## config.mk

```make
export PLATFORM = sky130hd
export DESIGN_NAME = rta_pow_cell
export DESIGN_NICKNAME = d
export VERILOG_FILES = /design/src/rtl/core/rta_pkg.sv /design/src/rtl/core/rta_pow_cell.sv
export SDC_FILE = /design/constraint.sdc
export NUM_CORES = 1
export LEC_CHECK = 0
export BUFFER_PORTS_ARGS = -buffer_cell sky130_fd_sc_hd__buf_2
export CAP_MARGIN = 10
export CORE_MARGIN = 10
export CORE_UTILIZATION = 43
export DETAILED_ROUTE_END_ITERATION = 12
export PLACE_DENSITY_LB_ADDON = 0.08
export SLEW_MARGIN = 5
export SYNTH_ARGS = -nofsm -noshare
export SYNTH_HDL_FRONTEND = slang
export SYNTH_SLANG_ARGS = --single-unit
```

## constraint.sdc

```tcl
create_clock -name clk -period 1 [get_ports clk]
set_input_delay 0.25 -clock clk [delete_from_list [all_inputs] [get_ports clk]]
set_output_delay 0.25 -clock clk [all_outputs]
set_load 0.1 [all_outputs]
```

## src/rtl/core/rta_pkg.sv

```systemverilog
// Shared types, widths and elaboration-time constant functions for the
// RSSI triangle angle block. No dependencies.
`default_nettype none
package rta_pkg;

	localparam int PowTableDepth = 256;
	localparam int AngleFracBits = 14;
	localparam int Log2TenTenthQ24 = 5573271;
	localparam int RatioLimit = 20;
	localparam int WideLimit = 22;
	localparam int CordicSteps = 30;
	localparam int SqrtSteps = 31;
	localparam int SqrtW = 62;
	localparam int ResW = 31;
	localparam int XyW = 34;
	localparam int ZW = 34;
	localparam int CosMagW = 15;

	localparam logic [1:0] REG_REF_A = 2'd0;
	localparam logic [1:0] REG_REF_B = 2'd1;
	localparam logic [1:0] REG_REF_C = 2'd2;
	localparam logic [1:0] REG_PLE = 2'd3;

	typedef struct packed {
		logic vld;
		logic ok;
		logic neg;
	} side_t;

	function automatic int depth_bits(input int depth);
		int s;
		s = 0;
		for (int t = 0; t < 12; t++) begin
			if ((2 << s) <= depth && s < 12)
				s = s + 1;
		end
		return s;
	endfunction

	function automatic longint unsigned isqrt64(input longint unsigned v_in);
		longint unsigned v;
		longint unsigned r;
		longint unsigned b;
		v = v_in;
		r = 0;
		b = 64'd1 << 62;
		for (int t = 0; t < 32; t++) begin
			if (v >= r + b) begin
				v = v - (r + b);
				r = (r >> 1) + b;
			end else begin
				r = r >> 1;
			end
			b = b >> 2;
		end
		return r;
	endfunction

	// Restoring long division, used only while the constant tables are built.
	function automatic longint unsigned udiv64(input longint unsigned num,
			input longint unsigned den);
		longint unsigned q;
		longint unsigned rem;
		q = 0;
		rem = 0;
		for (int t = 63; t >= 0; t--) begin
			rem = (rem << 1) | ((num >> t) & 64'd1);
			if (rem >= den) begin
				rem = rem - den;
				q = q | (64'd1 << t);
			end
		end
		return q;
	endfunction

	function automatic longint unsigned root_q30(input int j);
		longint unsigned r;
		r = 64'd2 << 30;
		for (int t = 1; t <= 12; t++) begin
			if (t <= j)
				r = isqrt64(r << 30);
		end
		return r;
	endfunction

	function automatic longint unsigned atan_pow2_q60(input int i);
		longint unsigned p;
		longint unsigned sum;
		longint unsigned term;
		p = (64'd1 << 60) >> i;
		sum = 0;
		for (int k = 0; k < 64; k++) begin
			if (p != 0) begin
				term = udiv64(p, 64'(2 * k + 1));
				if (k % 2 == 1)
					sum = sum - term;
				else
					sum = sum + term;
				p = p >> (2 * i);
			end
		end
		return sum;
	endfunction

	function automatic longint unsigned atan_third_q60();
		longint unsigned p;
		longint unsigned sum;
		longint unsigned term;
		p = (64'd1 << 60) / 3;
		sum = 0;
		for (int k = 0; k < 64; k++) begin
			if (p != 0) begin
				term = udiv64(p, 64'(2 * k + 1));
				if (k % 2 == 1)
					sum = sum - term;
				else
					sum = sum + term;
				p = p / 9;
			end
		end
		return sum;
	endfunction

	function automatic longint unsigned quarter_q60();
		return atan_pow2_q60(1) + atan_third_q60();
	endfunction

	function automatic longint unsigned atan_q30(input int i);
		longint unsigned a60;
		a60 = (i == 0) ? quarter_q60() : atan_pow2_q60(i);
		return (a60 + (64'd1 << 29)) >> 30;
	endfunction

	function automatic longint unsigned pi_q30();
		return (4 * quarter_q60() + (64'd1 << 29)) >> 30;
	endfunction

endpackage
`default_nettype wire

```

## src/rtl/core/rta_pow_cell.sv

```systemverilog
// One cell of the fractional power-of-two chain: multiplies three lanes by a
// fixed root of two where the lane's exponent bit is set. Uses rta_pkg.
`default_nettype none
module rta_pow_cell #(
	parameter int EW = 18,
	parameter int BITP = 0,
	parameter logic [rta_pkg::ResW-1:0] ROOT = '0
) (
	input  logic                               clk,
	input  logic                               arst_n,
	input  logic                               en,
	input  rta_pkg::side_t                     side_i,
	input  logic [2:0][EW-1:0]                 e_i,
	input  logic [2:0][rta_pkg::ResW-1:0]      res_i,
	output rta_pkg::side_t                     side_o,
	output logic [2:0][EW-1:0]                 e_o,
	output logic [2:0][rta_pkg::ResW-1:0]      res_o
);

	logic [2:0][2*rta_pkg::ResW:0] rnd;
	logic [2:0][rta_pkg::ResW-1:0] nxt;
	rta_pkg::side_t side_q;
	logic [2:0][EW-1:0] e_q;
	logic [2:0][rta_pkg::ResW-1:0] res_q;

	always_comb begin
		for (int l = 0; l < 3; l++) begin
			rnd[l] = (2*rta_pkg::ResW+1)'(res_i[l]) * (2*rta_pkg::ResW+1)'(ROOT)
				+ ((2*rta_pkg::ResW+1)'(1) << 29);
			nxt[l] = e_i[l][BITP] ? rnd[l][30 +: rta_pkg::ResW] : res_i[l];
		end
	end

	always_ff @(posedge clk or negedge arst_n) begin
		if (!arst_n)
			side_q <= '0;
		else if (en)
			side_q <= side_i;
	end

	always_ff @(posedge clk) begin
		if (en) begin
			e_q <= e_i;
			res_q <= nxt;
		end
	end

	assign side_o = side_q;
	assign e_o = e_q;
	assign res_o = res_q;

endmodule
`default_nettype wire

```

==> results by group <==
Logic synthesis
  – Ys flop type: edfxtp_1
  – Synth cell types: 5
  – Area leader, netlist: edfxtp_1
  – Async S/R FF share, synth: 0.0200
  – Number of synthesized register bits: 150
  – Synth area leaders: edfxtp_1, nor2b_1, buf_6, dfrtp_1, mux2_2
  – Avg Cell Area, Syn: 20.4 um^2
  – Synth top area share: 0.848
  – Post-synth net total: between 400 and 500
  – Count leader, synth: edfxtp_1
  – Synth top cells by count: edfxtp_1, nor2b_1, buf_6, dfrtp_1, mux2_2
  – Area of the mapped netlist: ~5200 um^2
  – Mapped Cells: 255
  – Ys Warns: 0
  – Post-synthesis sequential area ratio: 0.862
  – EDFF count, synth: between 100 and 150

Critical path
  – CP Max Fanout: 2
  – Critical path's slowest cell: dfrtp_4
  – Critical Path End Type: output port
  – CP Launch Type: flip-flop
  – Bufs and invs on worst path: 1
  – CP Cell Sequence: buf_12
  – Critical Path AT: around 1.1 ns
  – Crit-path max cell delay: around 0.49 ns
  – Worst EP required: 0.75 ns
  – Top delay family on crit path: flip-flops
  – Critical path class: flip-flop to output port

STA
  – Finish-stage setup viols: 150
  – Slew headroom: 0.851
  – RSZ-0062 raised after global routing: true
  – Final hold vios: 0
  – Final critical-path share of the clock period: 1.33
  – Tmin final: between 1 and 1.5 ns
  – Worst-Margin Slew: approximately 0.22 ns
  – Fmax: 755 MHz
  – Final worst slack: -0.325 ns
  – Pins Over Slew Limit: 0
  – Hold_ws: 0.0147 ns
  – Setup tns final: -40.40 ns
  – Clock skew: 0 ns

Placement
  – Pre-CTS setup slack: -0.0361 ns
  – RD Place Congestion: just under 0.8
  – IO buf count: around 300
  – DP HPWL: around 13000 um

GRT
  – First-pass GRT wire length: 24700 um
  – Largest net degree at the start of global routing: 33
  – Initial antenna violation count: 3
  – Grt ovf: 0
  – Total track usage: 0.204
  – Number of global-route vias before repair: between 3k and 4k

Clocking
  – CTS Buf Count: 17
  – Clock-pin transition on the worst setup and hold timing paths: about 0.060 ns
  – Worst-skew pair later-pin latency: between 0.4 and 0.5 ns
  – Buffers inserted by post-CTS timing repair: 0
  – CTS root buf: clkbuf_16
  – CTS tree: yes
  – H-Tree Depth: 4
  – Post_cts resized: 0
  – Clock sink count: 150
  – CTS max path bufs: 2

Floorplanning
  – Core Rows: 40
  – Initial Util: 0.437
  – Die height: ~130 um
  – IO Pins: 303
  – Core area: between 10000 and 15000 um^2
  – Die Width: 130 um
  – Die ar.: ~17000 um^2

Power
  – Worst vdd ir: 1.57 mV
  – Power Density: just under 2000 nW/um^2
  – Static leakage: just over 0.004 uW

Drt
  – First DRT Iteration DRCs: 190
  – Pre-Repair DR Iteration Count: 5
  – DRC: 0
  – Drt wl/cell: 22.6 um
  – Vias after detailed routing: 3556
  – Vias per Instance: 4.63
  – ANT nets after route: 0
  – Final wirelength: between 15000 and 20000 um

Cells and area
  – Util after Layout: 0.840
  – # fillers: ~600
  – Fin nets: approximately 760
  – Area grow syn2layout: 92.1%
  – Layout cell share with drive strength beyond 1: 0.553

Run
  – Max-cap violations: 0

Status
  – Outcome: complete, but fails checks
  – Violations in the final reports: negative setup slack

Hold path
  – Worst Hold Class: primary input to flip-flop
kinds of logic after synthesis:
family	share of synthesized area
DFF	0.862
muxes	0.00649
buffers and inverters	0.0195
and+or+nand+nor	0.112
flip-flops by register name, summed over array words and instances, names as in the netlist:
name and count:
side_o 3, e_o 54, res_o 93
layer usage:
metal  vias up  share of wire  global-route usage
met3        27           0.13               0.111
met2       208           0.53               0.366
met4         0          0.023              0.0827
li1       1635              -                   -
met5         -              0                   0
met1      1686           0.32               0.187
report_power, final:
part / switching [uW] / internal, uW / total, uW
Clock: 2220 / 3110 / 5320
Combinational: 4190 / 2240 / 6420
Sequential: 412 / 7500 / 7910
path summary, 6_finish.rpt:
path                           start  cells after the start  slack [ns]         to
hold reg to reg            side_o[0]                      1        0.56  side_o[0]
setup reg to reg           side_o[1]                      1        0.12  side_o[1]
hold / removal               e_i[35]                      1        0.01    e_o[35]
setup / recovery           side_o[1]                      1       -0.33  side_o[1]
min in group asynchronous     arst_n                      2        0.16  side_o[0]
max in group asynchronous     arst_n                      2        0.72  side_o[2]
per-stage QoR:
step	instances	power (uW)	cell area, um^2
floorplan	255	11500	5220
global placement	709	14300	9260
detailed placement	709	14400	9260
CTS	765	19800	9990
global route	766	20200	10000
finish	768	19700	10000
cells in the final DEF (no fill, tap or decap):
master and count:
clkinvlp_4 1, buf_2 151, clkbuf_16 17, diode_2 3, buf_4 7, buf_6 1, clkinv_2 2, nor2b_1 93
clkinv_1 4, edfxtp_1 147, dlygate4sd3_1 25, dfrtp_2 1, mux2_2 3, clkbuf_1 7, buf_12 157, dfrtp_4 2
layout make-up:
type | count | area, um^2 | area share
multi-input combinational | 96 | 616 | 0.0615
timing repair buffer | 341 | 4210 | 0.421
clock inverter | 7 | 32.5 | 0.00325
tap | 147 | 184 | 0.0184
clock buffer | 24 | 452 | 0.0452
antenna | 3 | 7.51 | 0.000751
sequential | 150 | 4500 | 0.450
repair_timing:
action | 4_1_cts | 5_1_grt
endpoints found under the hold margin | 27 | 0
endpoints found under the setup margin | 150 | 150
hold buffers | 25 | 0
No activity file was read; power rests on OpenSTA's default activity.
