==> src/rtl/core/rta_pkg.sv <==
// Shared types, widths and elaboration-time constant functions for the
// RSSI triangle angle block. No dependencies.
`default_nettype none
package rta_pkg;

	localparam int PowTableDepth = 256;
	localparam int AngleFracBits = 14;
	localparam int Log2TenTenthQ24 = 5573271;
	localparam int RatioLimit = 20;
	localparam int WideLimit = 22;
	localparam int CordicSteps = 30;
	localparam int SqrtSteps = 31;
	localparam int SqrtW = 62;
	localparam int ResW = 31;
	localparam int XyW = 34;
	localparam int ZW = 34;
	localparam int CosMagW = 15;

	localparam logic [1:0] REG_REF_A = 2'd0;
	localparam logic [1:0] REG_REF_B = 2'd1;
	localparam logic [1:0] REG_REF_C = 2'd2;
	localparam logic [1:0] REG_PLE = 2'd3;

	typedef struct packed {
		logic vld;
		logic ok;
		logic neg;
	} side_t;

	function automatic int depth_bits(input int depth);
		int s;
		s = 0;
		for (int t = 0; t < 12; t++) begin
			if ((2 << s) <= depth && s < 12)
				s = s + 1;
		end
		return s;
	endfunction

	function automatic longint unsigned isqrt64(input longint unsigned v_in);
		longint unsigned v;
		longint unsigned r;
		longint unsigned b;
		v = v_in;
		r = 0;
		b = 64'd1 << 62;
		for (int t = 0; t < 32; t++) begin
			if (v >= r + b) begin
				v = v - (r + b);
				r = (r >> 1) + b;
			end else begin
				r = r >> 1;
			end
			b = b >> 2;
		end
		return r;
	endfunction

	// Restoring long division, used only while the constant tables are built.
	function automatic longint unsigned udiv64(input longint unsigned num,
			input longint unsigned den);
		longint unsigned q;
		longint unsigned rem;
		q = 0;
		rem = 0;
		for (int t = 63; t >= 0; t--) begin
			rem = (rem << 1) | ((num >> t) & 64'd1);
			if (rem >= den) begin
				rem = rem - den;
				q = q | (64'd1 << t);
			end
		end
		return q;
	endfunction

	function automatic longint unsigned root_q30(input int j);
		longint unsigned r;
		r = 64'd2 << 30;
		for (int t = 1; t <= 12; t++) begin
			if (t <= j)
				r = isqrt64(r << 30);
		end
		return r;
	endfunction

	function automatic longint unsigned atan_pow2_q60(input int i);
		longint unsigned p;
		longint unsigned sum;
		longint unsigned term;
		p = (64'd1 << 60) >> i;
		sum = 0;
		for (int k = 0; k < 64; k++) begin
			if (p != 0) begin
				term = udiv64(p, 64'(2 * k + 1));
				if (k % 2 == 1)
					sum = sum - term;
				else
					sum = sum + term;
				p = p >> (2 * i);
			end
		end
		return sum;
	endfunction

	function automatic longint unsigned atan_third_q60();
		longint unsigned p;
		longint unsigned sum;
		longint unsigned term;
		p = (64'd1 << 60) / 3;
		sum = 0;
		for (int k = 0; k < 64; k++) begin
			if (p != 0) begin
				term = udiv64(p, 64'(2 * k + 1));
				if (k % 2 == 1)
					sum = sum - term;
				else
					sum = sum + term;
				p = p / 9;
			end
		end
		return sum;
	endfunction

	function automatic longint unsigned quarter_q60();
		return atan_pow2_q60(1) + atan_third_q60();
	endfunction

	function automatic longint unsigned atan_q30(input int i);
		longint unsigned a60;
		a60 = (i == 0) ? quarter_q60() : atan_pow2_q60(i);
		return (a60 + (64'd1 << 29)) >> 30;
	endfunction

	function automatic longint unsigned pi_q30();
		return (4 * quarter_q60() + (64'd1 << 29)) >> 30;
	endfunction

endpackage
`default_nettype wire

==> src/rtl/core/rta_sqrt_cell.sv <==
// One cell of the pipelined integer square root: settles one result bit.
// Uses rta_pkg.
`default_nettype none
module rta_sqrt_cell #(
	parameter int BIT = 0
) (
	input  logic                          clk,
	input  logic                          arst_n,
	input  logic                          en,
	input  rta_pkg::side_t                side_i,
	input  logic [rta_pkg::SqrtW-1:0]     v_i,
	input  logic [rta_pkg::SqrtW-1:0]     r_i,
	input  logic [rta_pkg::ResW-1:0]      x_i,
	output rta_pkg::side_t                side_o,
	output logic [rta_pkg::SqrtW-1:0]     v_o,
	output logic [rta_pkg::SqrtW-1:0]     r_o,
	output logic [rta_pkg::ResW-1:0]      x_o
);

	localparam logic [rta_pkg::SqrtW-1:0] B = rta_pkg::SqrtW'(1) << (2 * BIT);

	logic [rta_pkg::SqrtW-1:0] t;
	logic [rta_pkg::SqrtW-1:0] v_n;
	logic [rta_pkg::SqrtW-1:0] r_n;
	rta_pkg::side_t side_q;
	logic [rta_pkg::SqrtW-1:0] v_q;
	logic [rta_pkg::SqrtW-1:0] r_q;
	logic [rta_pkg::ResW-1:0] x_q;

	always_comb begin
		t = r_i + B;
		if (v_i >= t) begin
			v_n = v_i - t;
			r_n = (r_i >> 1) + B;
		end else begin
			v_n = v_i;
			r_n = r_i >> 1;
		end
	end

	always_ff @(posedge clk or negedge arst_n) begin
		if (!arst_n)
			side_q <= '0;
		else if (en)
			side_q <= side_i;
	end

	always_ff @(posedge clk) begin
		if (en) begin
			v_q <= v_n;
			r_q <= r_n;
			x_q <= x_i;
		end
	end

	assign side_o = side_q;
	assign v_o = v_q;
	assign r_o = r_q;
	assign x_o = x_q;

endmodule
`default_nettype wire

==> config.mk <==
export PLATFORM = sky130hd
export DESIGN_NAME = rta_sqrt_cell
export DESIGN_NICKNAME = d
export VERILOG_FILES = /design/src/rtl/core/rta_pkg.sv /design/src/rtl/core/rta_sqrt_cell.sv
export SDC_FILE = /design/constraint.sdc
export NUM_CORES = 1
export LEC_CHECK = 0
export BUFFER_PORTS_ARGS = -buffer_cell sky130_fd_sc_hd__buf_2
export CAP_MARGIN = 10
export CORE_ASPECT_RATIO = 1.4
export CORE_MARGIN = 2
export CORE_UTILIZATION = 55
export CTS_BUF_LIST = sky130_fd_sc_hd__clkbuf_4 sky130_fd_sc_hd__clkbuf_8 sky130_fd_sc_hd__clkbuf_16
export DETAILED_ROUTE_END_ITERATION = 8
export PLACE_DENSITY = 0.85
export SLEW_MARGIN = 15
export SYNTH_ARGS = -nofsm -noshare
export SYNTH_HDL_FRONTEND = slang
export SYNTH_SLANG_ARGS = --single-unit
==> constraint.sdc <==
create_clock -name clk -period 1.2 [get_ports clk]
set_input_delay 0.36 -clock clk [delete_from_list [all_inputs] [get_ports clk]]
set_output_delay 0.36 -clock clk [all_outputs]
set_load 0.05 [all_outputs]
==> flow_summary.json, run 1 <==
{
  "first_global_vias": 19400,
  "synth_top_area_frac": 0.401,
  "synth_warnings": 0,
  "rows": 62,
  "yosysUniqueCellTypes": 73,
  "die_w_microns": 127,
  "cts.sinks": 158,
  "grt_pass1_wl_microns": 124000,
  "hpwl_microns": 38700,
  "error": "[ERROR GRT-0116] Global routing finished with congestion. Check the congestion regions in the DRC Viewer.",
  "synth.most_common_cell": "edfxtp_1",
  "placed_area_sq_um": 17100,
  "htreeDepth": 4,
  "clock_path_buffers": 2,
  "grt_max_degree": 30,
  "synth_area_sq_um": 11600,
  "synth_common_cells": "edfxtp_1, nor2_1, a21oi_1",
  "die_h_microns": 176,
  "ios": 319,
  "synth.avg_cell_area_sq_um": 9.44,
  "numCtsBuffers": 17,
  "place_congestion": 1.03,
  "port_buffers": 318,
  "synthArstFlopShare": 0.0190,
  "start_util": 0.563,
  "synth_area_leader_cell": "edfxtp_1",
  "synth_cells": 1231,
  "synth_edf_count": 155,
  "yosysSeqAreaShare": 0.407,
  "synth_nets": 1457,
  "overflow": 106,
  "status": "did not finish",
  "root_buffer": "clkbuf_16",
  "yosys_most_used_dff": "edfxtp_1",
  "track_usage": 0.734,
  "synth_seq_cells": 158,
  "ys_top_cells_by_area": "edfxtp_1, xnor2_1, ha_1, xor2_1, a21oi_1",
  "stop_stage": "5_1_grt"
}
## cell families after synthesis
kind of cell             Yosys count  share of synthesized area
buffers and inverters             89                     0.0337
AO/OA/AOI/OAI                    263                      0.142
adder cells (fa/ha/maj)           65                     0.0707
AND/OR/NAND/NOR                  459                      0.194
multiplexers                      19                     0.0183
flip-flops                       158                      0.407
XOR/XNOR                         178                      0.134
## repair_timing
action                                  4_1_cts
gates cloned                                  2
gates resized for setup                     485
setup buffers                                36
endpoints found under the setup margin      282
hold endpoints to repair                      3
hold buffers                                  1
pin swaps                                    68
## per-layer routing
layer / overflow / global-route usage
met1: 0 / 0.716
met2: 49 / 0.956
met3: 0 / 0.509
met4: 57 / 0.793
met5: 0 / 0.0792
## per-stage QoR
stage | setup WS [ns] | util | cells | hold slack, ns | setup TNS [ns]
after CTS | -3.29 | 0.960 | 2292 | 0.0778 | -419.96
after detailed placement | -4.18 | 0.829 | 2221 | 0.161 | -490.55
after global placement | -4.03 | 0.829 | 2221 | 0.157 | -475.27
after floorplan | -3.13 | - | 1231 | 0.0644 | -373.39
==> inputs of run 2 (changes only) <==
--- a/config.mk
+++ b/config.mk
@@ -7,12 +7,10 @@
 export LEC_CHECK = 0
 export BUFFER_PORTS_ARGS = -buffer_cell sky130_fd_sc_hd__buf_2
 export CAP_MARGIN = 10
-export CORE_ASPECT_RATIO = 1.4
 export CORE_MARGIN = 2
-export CORE_UTILIZATION = 55
-export CTS_BUF_LIST = sky130_fd_sc_hd__clkbuf_4 sky130_fd_sc_hd__clkbuf_8 sky130_fd_sc_hd__clkbuf_16
+export CORE_UTILIZATION = 40
 export DETAILED_ROUTE_END_ITERATION = 8
-export PLACE_DENSITY = 0.85
+export PLACE_DENSITY_LB_ADDON = 0.15
 export SLEW_MARGIN = 15
 export SYNTH_ARGS = -nofsm -noshare
 export SYNTH_HDL_FRONTEND = slang
==> flow_summary.json, run 2 <==
{
  "status": "complete, but fails checks",
  "violations": "negative setup slack",
  "htreeDepth": 4,
  "synth_nets": 1457,
  "synth_edf_count": 155,
  "ys_top_cells_by_area": "edfxtp_1, xnor2_1, ha_1, xor2_1, a21oi_1",
  "maxSlewHeadroom": 0.656,
  "final.setup.tns_ns": -416.36,
  "tightestPinTransition_ns": 0.511,
  "max_stage_delay_ns": 0.34,
  "arrival_ns": 4.66,
  "track_usage": 0.326,
  "wirelength_microns": 50300,
  "cts.sinks": 158,
  "slew_viol_final": 0,
  "setup_slack_ns": -3.26,
  "drc": 0,
  "synthArstFlopShare": 0.0190,
  "synth_top_area_frac": 0.401,
  "cts_tree": "done",
  "critPathBufInv": 5,
  "report.final.setup_viol": 282,
  "grt_antenna_before_repair": 0,
  "finish.instance_area_sq_um": 20400,
  "most-common-layout-cells": "buf_4, buf_6, buf_2",
  "yosysSeqAreaShare": 0.407,
  "first_global_vias": 13000,
  "grt_max_degree": 21,
  "ios": 319,
  "final_common_cell": "buf_4",
  "rrSetupSlack_ns": 0.33,
  "yosysUniqueCellTypes": 73,
  "grt_pass1_wl_microns": 75000,
  "synth_area_leader_cell": "edfxtp_1",
  "vias": 12800,
  "synth_seq_cells": 158,
  "p_per_area_nw_per_um2": 1100,
  "die_h_microns": 174,
  "numCtsBuffers": 17,
  "hpwl_microns": 39300,
  "min_period_over_period": 3.72,
  "yosys_most_used_dff": "edfxtp_1",
  "start_util": 0.406,
  "finalHoldViolations": 0,
  "crit_top_cell": "and3_4",
  "area.growth.synth_to_final_pct": 75.2,
  "overflow": 0,
  "core_area_sq_um": 28600,
  "viasPerCell": 5.27,
  "ir_drop_uv": 771,
  "place_congestion": 0.952,
  "placed_area_sq_um": 17300,
  "final_cells": 2426,
  "p_leak_nw": 9.07,
  "startpoint_type": "input port",
  "clk_pin_slew_ns": 0.08,
  "fin_skew_ns": 0,
  "synth_common_cells": "edfxtp_1, nor2_1, a21oi_1",
  "postRouteAntennaNets": 0,
  "synth.most_common_cell": "edfxtp_1",
  "dieArea_sq_um": 30400,
  "layout.nets": 2254,
  "synth_area_sq_um": 11600,
  "end_kind": "flip-flop",
  "clock_latency_ns": 0.44,
  "cp_top_family": "simple AND/OR/NAND/NOR gates",
  "port_buffers": 318,
  "fin_crit_ns": 4.46,
  "rsz0062_at_grt": "true",
  "drive_gt1_frac": 0.525,
  "synth.avg_cell_area_sq_um": 9.44,
  "synth_cells": 1231,
  "wl_per_cell_microns": 20.7,
  "drt_iter0_markers": 920,
  "critPathRequiredTime_ns": 1.41,
  "critPathSlowestCell": "mux2_2",
  "clock_path_buffers": 2,
  "critical_path_class": "input port to flip-flop",
  "cap_violations": 0,
  "rows": 62,
  "placed_cells_incl_taps": 2356,
  "cp_max_fo": 7,
  "root_buffer": "clkbuf_16",
  "die_w_microns": 174,
  "fillers": 2178,
  "max_freq_ghz": 0.224,
  "synth_warnings": 0,
  "firstDrtPassIters": 5,
  "hold_path.class": "input port to flip-flop"
}
-- run 2: metal layers --
metal  vias to the layer above  global-route usage  share of wire  routed length, microns
li1                       6075                   -              -                       -
met4                         0               0.128          0.037                    1870
met5                         -                   0              0                       0
met2                       532               0.537           0.47                   23700
met3                        93              0.0597          0.074                    3720
met1                      6086               0.425           0.42                   21000
-- run 2: where the power goes --
group	internal, mW	switching, mW	leakage [nW]
clock network	2.80	2.83	0.285
logic	4.23	5.46	7.24
registers	6.80	0.324	1.55
-- run 2: final cells by class --
type	instances	area, sq um	area share
tap	384	480	0.0236
clock inverter	15	168	0.00824
inverter	30	113	0.00553
multi-input combinational	984	7540	0.370
clock buffer	17	425	0.0209
sequential	158	4730	0.232
timing repair buffer	837	6900	0.339
antenna	1	2.50	0.000123
-- run 2: worst register-to-register path, stage by stage, from the launching register on --
cell,delay [ns]
dfrtp_1,0.39
buf_4,0.13
mux2_2,0.24
-- run 2: timing repair --
action	4_1_cts	5_1_grt
hold endpoints to repair	3	0
hold buffers	1	0
cloned	3	2
setup endpoints to repair	282	282
buffers inserted	21	13
pin swaps	54	38
gates resized for setup	492	54
-- run 2: logic make-up after synthesis --
family / count (synthesis) / share of synthesized area
compound gates: 263 / 0.142
simple gates: 459 / 0.194
xor+xnor: 178 / 0.134
buf+inv: 89 / 0.0337
mux: 19 / 0.0183
flops: 158 / 0.407
fa+ha+maj: 65 / 0.0707
-- run 2: metrics by stage --
stage	power (mW)	utilization	hold slack, ns	worst slack (ns)
2_1_floorplan	11.8	-	0.0644	-3.13
3_3_place_gp	15.2	0.605	0.156	-3.95
3_5_place_dp	15.2	0.605	0.160	-4.04
4_1_cts	22.2	0.696	0.0719	-3.25
5_1_grt	23.3	0.711	0.0680	-3.43
6_report	22.4	0.711	0.0817	-3.26
-- run 2: worst paths after layout --
check                                      start               endpoint  cells after the start
max                                       r_i[1]      v_o[61]$_DFFE_PP_                     25
min                                      x_i[27]      x_o[27]$_DFFE_PP_                      1
max reg2reg                side_o[0]$_DFFE_PN0P_  side_o[0]$_DFFE_PN0P_                      2
min reg2reg                side_o[2]$_DFFE_PN0P_  side_o[2]$_DFFE_PN0P_                      1
max in group asynchronous                 arst_n  side_o[1]$_DFFE_PN0P_                      2
min in group asynchronous                 arst_n  side_o[2]$_DFFE_PN0P_                      2
(Power assumes the default switching activity.)
