--- src/rtl/core/rta_pkg.sv ---
// Shared types, widths and elaboration-time constant functions for the
// RSSI triangle angle block. No dependencies.
`default_nettype none
package rta_pkg;

	localparam int PowTableDepth = 256;
	localparam int AngleFracBits = 14;
	localparam int Log2TenTenthQ24 = 5573271;
	localparam int RatioLimit = 20;
	localparam int WideLimit = 22;
	localparam int CordicSteps = 30;
	localparam int SqrtSteps = 31;
	localparam int SqrtW = 62;
	localparam int ResW = 31;
	localparam int XyW = 34;
	localparam int ZW = 34;
	localparam int CosMagW = 15;

	localparam logic [1:0] REG_REF_A = 2'd0;
	localparam logic [1:0] REG_REF_B = 2'd1;
	localparam logic [1:0] REG_REF_C = 2'd2;
	localparam logic [1:0] REG_PLE = 2'd3;

	typedef struct packed {
		logic vld;
		logic ok;
		logic neg;
	} side_t;

	function automatic int depth_bits(input int depth);
		int s;
		s = 0;
		for (int t = 0; t < 12; t++) begin
			if ((2 << s) <= depth && s < 12)
				s = s + 1;
		end
		return s;
	endfunction

	function automatic longint unsigned isqrt64(input longint unsigned v_in);
		longint unsigned v;
		longint unsigned r;
		longint unsigned b;
		v = v_in;
		r = 0;
		b = 64'd1 << 62;
		for (int t = 0; t < 32; t++) begin
			if (v >= r + b) begin
				v = v - (r + b);
				r = (r >> 1) + b;
			end else begin
				r = r >> 1;
			end
			b = b >> 2;
		end
		return r;
	endfunction

	// Restoring long division, used only while the constant tables are built.
	function automatic longint unsigned udiv64(input longint unsigned num,
			input longint unsigned den);
		longint unsigned q;
		longint unsigned rem;
		q = 0;
		rem = 0;
		for (int t = 63; t >= 0; t--) begin
			rem = (rem << 1) | ((num >> t) & 64'd1);
			if (rem >= den) begin
				rem = rem - den;
				q = q | (64'd1 << t);
			end
		end
		return q;
	endfunction

	function automatic longint unsigned root_q30(input int j);
		longint unsigned r;
		r = 64'd2 << 30;
		for (int t = 1; t <= 12; t++) begin
			if (t <= j)
				r = isqrt64(r << 30);
		end
		return r;
	endfunction

	function automatic longint unsigned atan_pow2_q60(input int i);
		longint unsigned p;
		longint unsigned sum;
		longint unsigned term;
		p = (64'd1 << 60) >> i;
		sum = 0;
		for (int k = 0; k < 64; k++) begin
			if (p != 0) begin
				term = udiv64(p, 64'(2 * k + 1));
				if (k % 2 == 1)
					sum = sum - term;
				else
					sum = sum + term;
				p = p >> (2 * i);
			end
		end
		return sum;
	endfunction

	function automatic longint unsigned atan_third_q60();
		longint unsigned p;
		longint unsigned sum;
		longint unsigned term;
		p = (64'd1 << 60) / 3;
		sum = 0;
		for (int k = 0; k < 64; k++) begin
			if (p != 0) begin
				term = udiv64(p, 64'(2 * k + 1));
				if (k % 2 == 1)
					sum = sum - term;
				else
					sum = sum + term;
				p = p / 9;
			end
		end
		return sum;
	endfunction

	function automatic longint unsigned quarter_q60();
		return atan_pow2_q60(1) + atan_third_q60();
	endfunction

	function automatic longint unsigned atan_q30(input int i);
		longint unsigned a60;
		a60 = (i == 0) ? quarter_q60() : atan_pow2_q60(i);
		return (a60 + (64'd1 << 29)) >> 30;
	endfunction

	function automatic longint unsigned pi_q30();
		return (4 * quarter_q60() + (64'd1 << 29)) >> 30;
	endfunction

endpackage
`default_nettype wire

--- src/rtl/core/rta_cordic_cell.sv ---
// One vectoring CORDIC rotation with a fixed shift and arctangent step.
// Uses rta_pkg.
`default_nettype none
module rta_cordic_cell #(
	parameter int STEP = 0,
	parameter logic [rta_pkg::ZW-1:0] ANG = '0
) (
	input  logic                                 clk,
	input  logic                                 arst_n,
	input  logic                                 en,
	input  rta_pkg::side_t                       side_i,
	input  logic signed [rta_pkg::XyW-1:0]       x_i,
	input  logic signed [rta_pkg::XyW-1:0]       y_i,
	input  logic signed [rta_pkg::ZW-1:0]        z_i,
	output rta_pkg::side_t                       side_o,
	output logic signed [rta_pkg::XyW-1:0]       x_o,
	output logic signed [rta_pkg::XyW-1:0]       y_o,
	output logic signed [rta_pkg::ZW-1:0]        z_o
);

	logic signed [rta_pkg::XyW-1:0] xs;
	logic signed [rta_pkg::XyW-1:0] ys;
	logic signed [rta_pkg::XyW-1:0] x_n;
	logic signed [rta_pkg::XyW-1:0] y_n;
	logic signed [rta_pkg::ZW-1:0] z_n;
	rta_pkg::side_t side_q;
	logic signed [rta_pkg::XyW-1:0] x_q;
	logic signed [rta_pkg::XyW-1:0] y_q;
	logic signed [rta_pkg::ZW-1:0] z_q;

	always_comb begin
		xs = x_i >>> STEP;
		ys = y_i >>> STEP;
		if (!y_i[rta_pkg::XyW-1]) begin
			x_n = x_i + ys;
			y_n = y_i - xs;
			z_n = z_i + $signed(ANG);
		end else begin
			x_n = x_i - ys;
			y_n = y_i + xs;
			z_n = z_i - $signed(ANG);
		end
	end

	always_ff @(posedge clk or negedge arst_n) begin
		if (!arst_n)
			side_q <= '0;
		else if (en)
			side_q <= side_i;
	end

	always_ff @(posedge clk) begin
		if (en) begin
			x_q <= x_n;
			y_q <= y_n;
			z_q <= z_n;
		end
	end

	assign side_o = side_q;
	assign x_o = x_q;
	assign y_o = y_q;
	assign z_o = z_q;

endmodule
`default_nettype wire

--- config.mk ---
export PLATFORM = sky130hd
export DESIGN_NAME = rta_cordic_cell
export DESIGN_NICKNAME = d
export VERILOG_FILES = /design/src/rtl/core/rta_pkg.sv /design/src/rtl/core/rta_cordic_cell.sv
export SDC_FILE = /design/constraint.sdc
export NUM_CORES = 1
export LEC_CHECK = 0
export BUFFER_PORTS_ARGS = -buffer_cell sky130_fd_sc_hd__buf_2
export CAP_MARGIN = 30
export CORE_MARGIN = 2
export CORE_UTILIZATION = 38
export CTS_BUF_LIST = sky130_fd_sc_hd__clkbuf_4
export DETAILED_ROUTE_END_ITERATION = 6
export HOLD_SLACK_MARGIN = 0.1
export PLACE_DENSITY = 0.63
export SLEW_MARGIN = 20
export SYNTH_ARGS = -nofsm -noshare
export SYNTH_HDL_FRONTEND = slang
export SYNTH_SLANG_ARGS = --single-unit
--- constraint.sdc ---
create_clock -name clk -period 0.8 [get_ports clk]
set_input_delay 0.12 -clock clk [delete_from_list [all_inputs] [get_ports clk]]
set_output_delay 0.12 -clock clk [all_outputs]
set_load 0.02 [all_outputs]
==> results of run 1 <==
-- final cells by class --
type,count,share of cell area
multi-input combinational,750,0.419
antenna,3,0.000466
tap,319,0.0248
sequential,104,0.193
inverter,100,0.0272
clock inverter,6,0.00388
clock buffer,10,0.00466
timing repair buffer,642,0.327
-- kinds of logic after synthesis --
logic type / after synthesis / share of synthesized area
AOI/OAI and AO/OA: 336 / 0.241
xor gates and xnor gates: 62 / 0.0604
adders and majority gates: 102 / 0.144
buffers and inverters: 147 / 0.0634
DFF: 104 / 0.346
muxes: 15 / 0.0173
and+or+nand+nor: 235 / 0.128
-- per-layer routing --
layer | routed length [µm] | part of all wire | vias to the layer above | GRT usage
met2 | 16200 | 0.47 | 392 | 0.437
met5 | 0 | 0 | - | 0
met4 | 789 | 0.023 | 0 | 0.0667
met1 | 14900 | 0.43 | 4810 | 0.352
li1 | - | - | 4868 | -
met3 | 2470 | 0.072 | 65 | 0.0509
-- cells in the final DEF, fill, tap and decap left out, types with 17 or more instances in the layout --
master | synthesis | layout
edfxtp_1 | 101 | 101
a21oi_1 | 109 | 65
xnor2_1 | 50 | 44
a21o_1 | 19 | 19
ha_1 | 99 | 77
buf_2 | 6 | 115
ha_4 | 0 | 20
a21oi_2 | 1 | 35
o21ai_2 | 0 | 21
nand2_1 | 49 | 38
inv_1 | 97 | 82
nor2_1 | 70 | 59
nor3_1 | 29 | 17
o21bai_1 | 22 | 18
o21ai_0 | 65 | 20
o21ai_1 | 1 | 21
buf_6 | 1 | 122
dlygate4sd3_1 | 0 | 40
buf_4 | 1 | 347
-- flip-flops by register name, indices dropped and copies added, names as in the netlist --
signal / flops
z_o: 34
y_o: 34
side_o: 3
x_o: 33
-- worst min-delay path, stage by stage --
cell    delay, ns
buf_12       0.12
inv_8        0.04
ha_4         0.10
inv_1        0.03
-- power groups by stage --
stage	combinational, mW	clock [mW]	sequential, mW
finish	11.9	2.86	7.30
global route	12.6	3.10	7.37
CTS	10.7	2.94	7.23
detailed placement	9.19	0	7.30
global placement	9.14	0	7.29
floorplan	3.98	0	8.28
-- through the flow --
| step | worst slack, ns | utilization | instances | setup TNS (ns) |
|---|---|---|---|---|
| after floorplan | -1.58 | - | 1001 | -74.98 |
| after global placement | -2.05 | 0.568 | 1823 | -112.84 |
| after detailed placement | -2.08 | 0.568 | 1823 | -114.47 |
| after CTS | -1.43 | 0.651 | 1910 | -106.05 |
| after global routing | -1.42 | 0.691 | 1932 | -114.50 |
| final | -1.39 | 0.691 | 1934 | -106.27 |
-- worst paths after layout --
path | cells after the start | slack (ns) | to
setup / recovery | 12 | -1.39 | y_o[28]
hold / removal | 4 | 0.04 | y_o[0]
setup reg to reg | 2 | -0.13 | side_o[1]
hold reg to reg | 1 | 0.56 | side_o[0]
max in group asynchronous | 3 | 0.19 | side_o[1]
min in group asynchronous | 3 | 0.45 | side_o[2]
-- what timing repair did --
| action | in CTS | in global routing |
|---|---|---|
| endpoints found under the hold margin | 57 | 29 |
| buffers inserted | 36 | 27 |
| pin swaps | 106 | 82 |
| endpoints found under the setup margin | 169 | 173 |
| gates resized for setup | 292 | 209 |
==> impl_metrics.ini, run 1 <==
[global_routing]
first_global_vias = 9858
antenna_found_initial = 3
grt_pass1_wl_um = 51300
grt_overflow = 0
grt_max_degree = 35
grt_util_all_layers = 0.263

[placed_design]
place.port_buffers = 212
placed_cell_area_um2 = 13300
post-dp-hpwl_um = 25600
routabilityCongestion = 0.924

[yosys]
synth.most_common_cell = a21oi_1
syn_area_per_cell_um2 = 8.98
yosys_register_bits = 104
synthesis.area_um2 = 8990
ys.flop_type = edfxtp_1
synth_top_cell_by_area = edfxtp_1
seq_area_frac_synth = 0.346
synth_top_area_frac = 0.337
syn_inst = 1001
synth_edf_count = 101
synth_commonest_cells = 109 x a21oi_1, 101 x edfxtp_1, 99 x ha_1
synthTopCellsByArea = edfxtp_1 34%, ha_1 14%, a21oi_1 6.1%
synth_cell_types = 72
synthArstFlopShare = 0.0288
yosysWarnings = 0
synth_nets = 1211

[clocking]
cts_tree = built
clk_latency_ns = 0.51
cts_made_buffers = 9
htreeDepth = 3
numClockSinks = 104
cts_hold_buf = 40
cts_root_buf = clkbuf_4
clk_pin_slew_ns = 0.19
clockBufferDepth = 2

[worst_setup_path]
critPathSlowestCell = a221o_1
cp_slowest_stage_delay_ns = 0.39
cp_common_cell = a221o_1
worstPathCellList = buf_8, inv_8, ha_4, buf_6, nor2_4, a221o_1, a221o_1, o2111ai_2, and4_4, nor3_1, a31oi_1, xor2_1
crit_fanout = 3
regToRegStartpoint = side_o[1]
cp-end-kind = flip-flop
worstSetupPathType = primary input to flip-flop
critPathLaunchType = primary input
cpLargestDelayFamily = compound AO/OA/AOI/OAI gates
critPathLaunch = x_i[8]
worst-path-buf-inv = 3
worstPathArrival_ns = 2.47
worstPathRequired_ns = 1.07

[die]
ios = 213
initial_utilization = 0.385
die_y_um = 158
core_area_um2 = 23300
die_w_um = 158
num_rows = 56
die-area_um2 = 24900

[outcome]
status = complete, but fails checks
violations = negative setup slack

[pwr]
switching_power_mw = 8.48
power_density_nw_per_um2 = 1370
ir_drop_v = 0.000963
comb_power_share = 0.539
power_frac_clock = 0.130
p_leak_nw = 7.18
switching_share = 0.384
intPower_mw = 13.6
p_total_mw = 22.1
seq_power_share = 0.331

[layout]
drive_gt1_frac = 0.538
ff_latch_area_um2 = 3110
design_area_um2 = 16100
multiInputGateArea_um2 = 6760
final.fill_count = 1814
area_delta_synth_final_pct = 79.3
nNetsFinal = 1817

[timing]
worst_pin_slew_ns = 0.581
hold_viol_final = 0
max_freq_mhz = 457
slew_viol_final = 0
holdWs_ns = 0.0442
worst_slack_ns = -1.39
finalSetupViolations = 170
max-slew-margin-rel = 0.608
fin_skew_ns = 0
rsz0062_at_grt = yes
period_minus_slack_ns = 2.19
timing.final.crit_share = 2.74

[route]
num_vias = 10135
detail-route-antenna-nets = 0
wl_per_cell_um = 17.8
remaining_drc_errors = 0
routed_wl_um = 34400
via_per_inst = 5.24
drt_iter0_drc = 750
drtPass1Iterations = 6

[min_path]
hold_path.class = primary input to flip-flop
holdCritStartpoint = x_i[0]

[job]
drv_cap = 0
Note: power is estimated with default switching activity, not from simulation.
==> run 2, diff against run 1 <==
Settings changed: CORE_ASPECT_RATIO set to 0.75.
Clock period 0.8 ns to 2.6 ns, I/O delays scaled along.
==> run 2 against run 1 <==
- the flow still finishes with violations (negative setup slack)
- register-to-register slack improved by 2.0 ns
- critical path type unchanged
- utilization fell by 11 points
- combinational power fell by 75%
- setup slack improved by 1.4 ns
- clock skew did not move
- cell count fell by 6.3%
- cell area fell by 17%
- highest routed layer unchanged
- flip-flop and latch count did not move
- largest power group unchanged
- global-route usage rose by 1.2 points
- critical path depth rose by 2
==> impl_metrics.ini, run 2 (synthesis gave the netlist of run 1 again) <==
[route]
detail-route-antenna-nets = 0
drtPass1Iterations = 5
drt_iter0_drc = 1145
via_per_inst = 5.39
remaining_drc_errors = 0
num_vias = 9769
routed_wl_um = 35300
wl_per_cell_um = 19.5

[worst_setup_path]
worstPathArrival_ns = 2.87
cp-end-kind = flip-flop
cp_slowest_stage_delay_ns = 0.32
reg2reg_depth = 1
critPathSlowestCell = a211oi_2
cp_common_cell = buf_4
worstSetupPathType = primary input to flip-flop
crit_end = y_o[27]
critPathLaunch = x_i[1]
r2r_slack_ns = 1.85
crit_fanout = 3
worstPathCellList = buf_2, inv_1, ha_1, nand2b_1, a221oi_2, buf_4, a31oi_4, a31o_4, a41oi_4, buf_4, a211oi_2, mux2i_1, buf_4, xnor2_1
worstPathRequired_ns = 2.86
regToRegStartpoint = side_o[1]
critPathLaunchType = primary input
r2r_end = side_o[1]

[timing]
max_freq_mhz = 383
period_minus_slack_ns = 2.61
worst_pin_slew_ns = 0.644
hold_viol_final = 0
timing.final.crit_share = 1.00
fin_skew_ns = 0
finalSetupViolations = 1
worst_slack_ns = -0.00835
slew_viol_final = 0
max-slew-margin-rel = 0.566

[placed_design]
dpl_worst_slack_ns = -0.633
post-dp-hpwl_um = 29000
dp.cells = 1748
routabilityCongestion = 1.02
place.port_buffers = 212

[pwr]
power_frac_clock = 0.133
comb_power_share = 0.498
p_leak_nw = 6.21
p_total_mw = 6.00
switching_share = 0.396
ir_drop_v = 0.000207
switching_power_mw = 2.37
power_density_nw_per_um2 = 449
intPower_mw = 3.62
seq_power_share = 0.370

[min_path]
hold_path.class = primary input to async pin

[layout]
final.fill_count = 2087
mostFrequentLayoutCells = 288 x buf_4, 206 x buf_2, 105 x a21oi_1, 101 x edfxtp_1, 92 x ha_1
nNetsFinal = 1717
layout_commonest_cell = buf_4
area_delta_synth_final_pct = 48.6
instances_no_fill = 1813
drive_gt1_frac = 0.396

[die]
initial_utilization = 0.389
die-area_um2 = 24900
die_w_um = 182
core_area_um2 = 23100
ios = 213
die_y_um = 137
num_rows = 48

[job]
drv_cap = 0

[clocking]
cts_made_buffers = 9
clk_latency_ns = 0.48
clockBufferDepth = 2
cts_tree = built
numClockSinks = 104
cts_root_buf = clkbuf_4
clk_pin_slew_ns = 0.17
htreeDepth = 3

[global_routing]
first_global_vias = 9010
grt_pass1_wl_um = 52500
grt_overflow = 0
grt_max_degree = 56
antenna_found_initial = 1
grt_util_all_layers = 0.275

[outcome]
status = complete, but fails checks
violations = negative setup slack
==> run 2: cell count changes in the layout (fill, tap and decap cells not counted), moves of 10 or more <==
| cell | before | now |
|---|---|---|
| a21oi_2 | 35 | 5 |
| ha_4 | 20 | 6 |
| a21oi_1 | 65 | 105 |
| buf_4 | 347 | 288 |
| o21ai_2 | 21 | 4 |
| o21ai_0 | 20 | 50 |
| ha_1 | 77 | 92 |
| buf_6 | 122 | 6 |
| buf_2 | 115 | 206 |
| a21oi_4 | 10 | 0 |
| nand2_1 | 38 | 49 |
==> run 2: layer usage <==
| metal | up-vias | global-route usage | part of all wire |
|---|---|---|---|
| met5 | - | 0 | 0 |
| met4 | 0 | 0.0438 | 0.010 |
| met3 | 33 | 0.0542 | 0.11 |
| met2 | 523 | 0.368 | 0.38 |
| met1 | 4567 | 0.450 | 0.50 |
| li1 | 4646 | - | - |
==> run 2: worst max-delay path, delay by kind of cell <==
kind,cells,cell delay [ns]
buffers and inverters,5,0.67
AOI/OAI and AO/OA,5,1.08
muxes,1,0.15
xor gates and xnor gates,1,0.13
and+or+nand+nor,1,0.16
adders and majority gates,1,0.28
==> run 2: final cells by class <==
cell class | count | area [µm²] | share of cell area
multi-input cells | 750 | 5650 | 0.423
repair buffers | 542 | 3720 | 0.278
flip-flops and latches | 104 | 3110 | 0.233
inverters | 100 | 384 | 0.0287
well taps | 300 | 375 | 0.0281
clock buffers | 9 | 67.6 | 0.00506
clock inverters | 7 | 53.8 | 0.00403
diodes | 1 | 2.50 | 0.000187
==> run 2: what timing repair did <==
action / in CTS / in global routing
endpoints found under the hold margin: 40 / 0
setup endpoints to repair: 7 / 31
gates cloned: 0 / 0
setup buffers: 0 / 10
hold buffers: 38 / 0
pin swaps: 1 / 24
resized for setup: 7 / 64
==> run 2: power by group through the flow <==
stage	combinational [mW]	sequential, mW	clock [mW]
final	2.99	2.22	0.795
after global routing	3.18	2.24	0.872
after CTS	2.84	2.22	0.822
after detailed placement	2.78	2.26	0
after global placement	2.77	2.26	0
after floorplan	1.14	2.55	0
==> run 2: metrics by stage <==
step | cell area [µm²] | hold slack (ns) | setup TNS, ns | util
global route | 13400 | 0.194 | -0.135 | 0.578
global placement | 12500 | 0.187 | -18.11 | 0.542
detailed placement | 12500 | 0.189 | -19.47 | 0.542
CTS | 13100 | 0.171 | 0 | 0.565
floorplan | 9130 | 0.0944 | -0.0903 | -
finish | 13400 | 0.203 | -0.00835 | 0.578
==> run 2: worst min-delay path by stage <==
stage,startpoint,end,slack [ns],cells after the start
6_report,arst_n,side_o[1],0.20,2
5_1_grt,arst_n,side_o[1],0.19,2
4_1_cts,arst_n,side_o[1],0.17,2
3_5_place_dp,arst_n,side_o[2],0.19,1
3_3_place_gp,arst_n,side_o[2],0.19,1
2_1_floorplan,arst_n,side_o[0],0.09,0
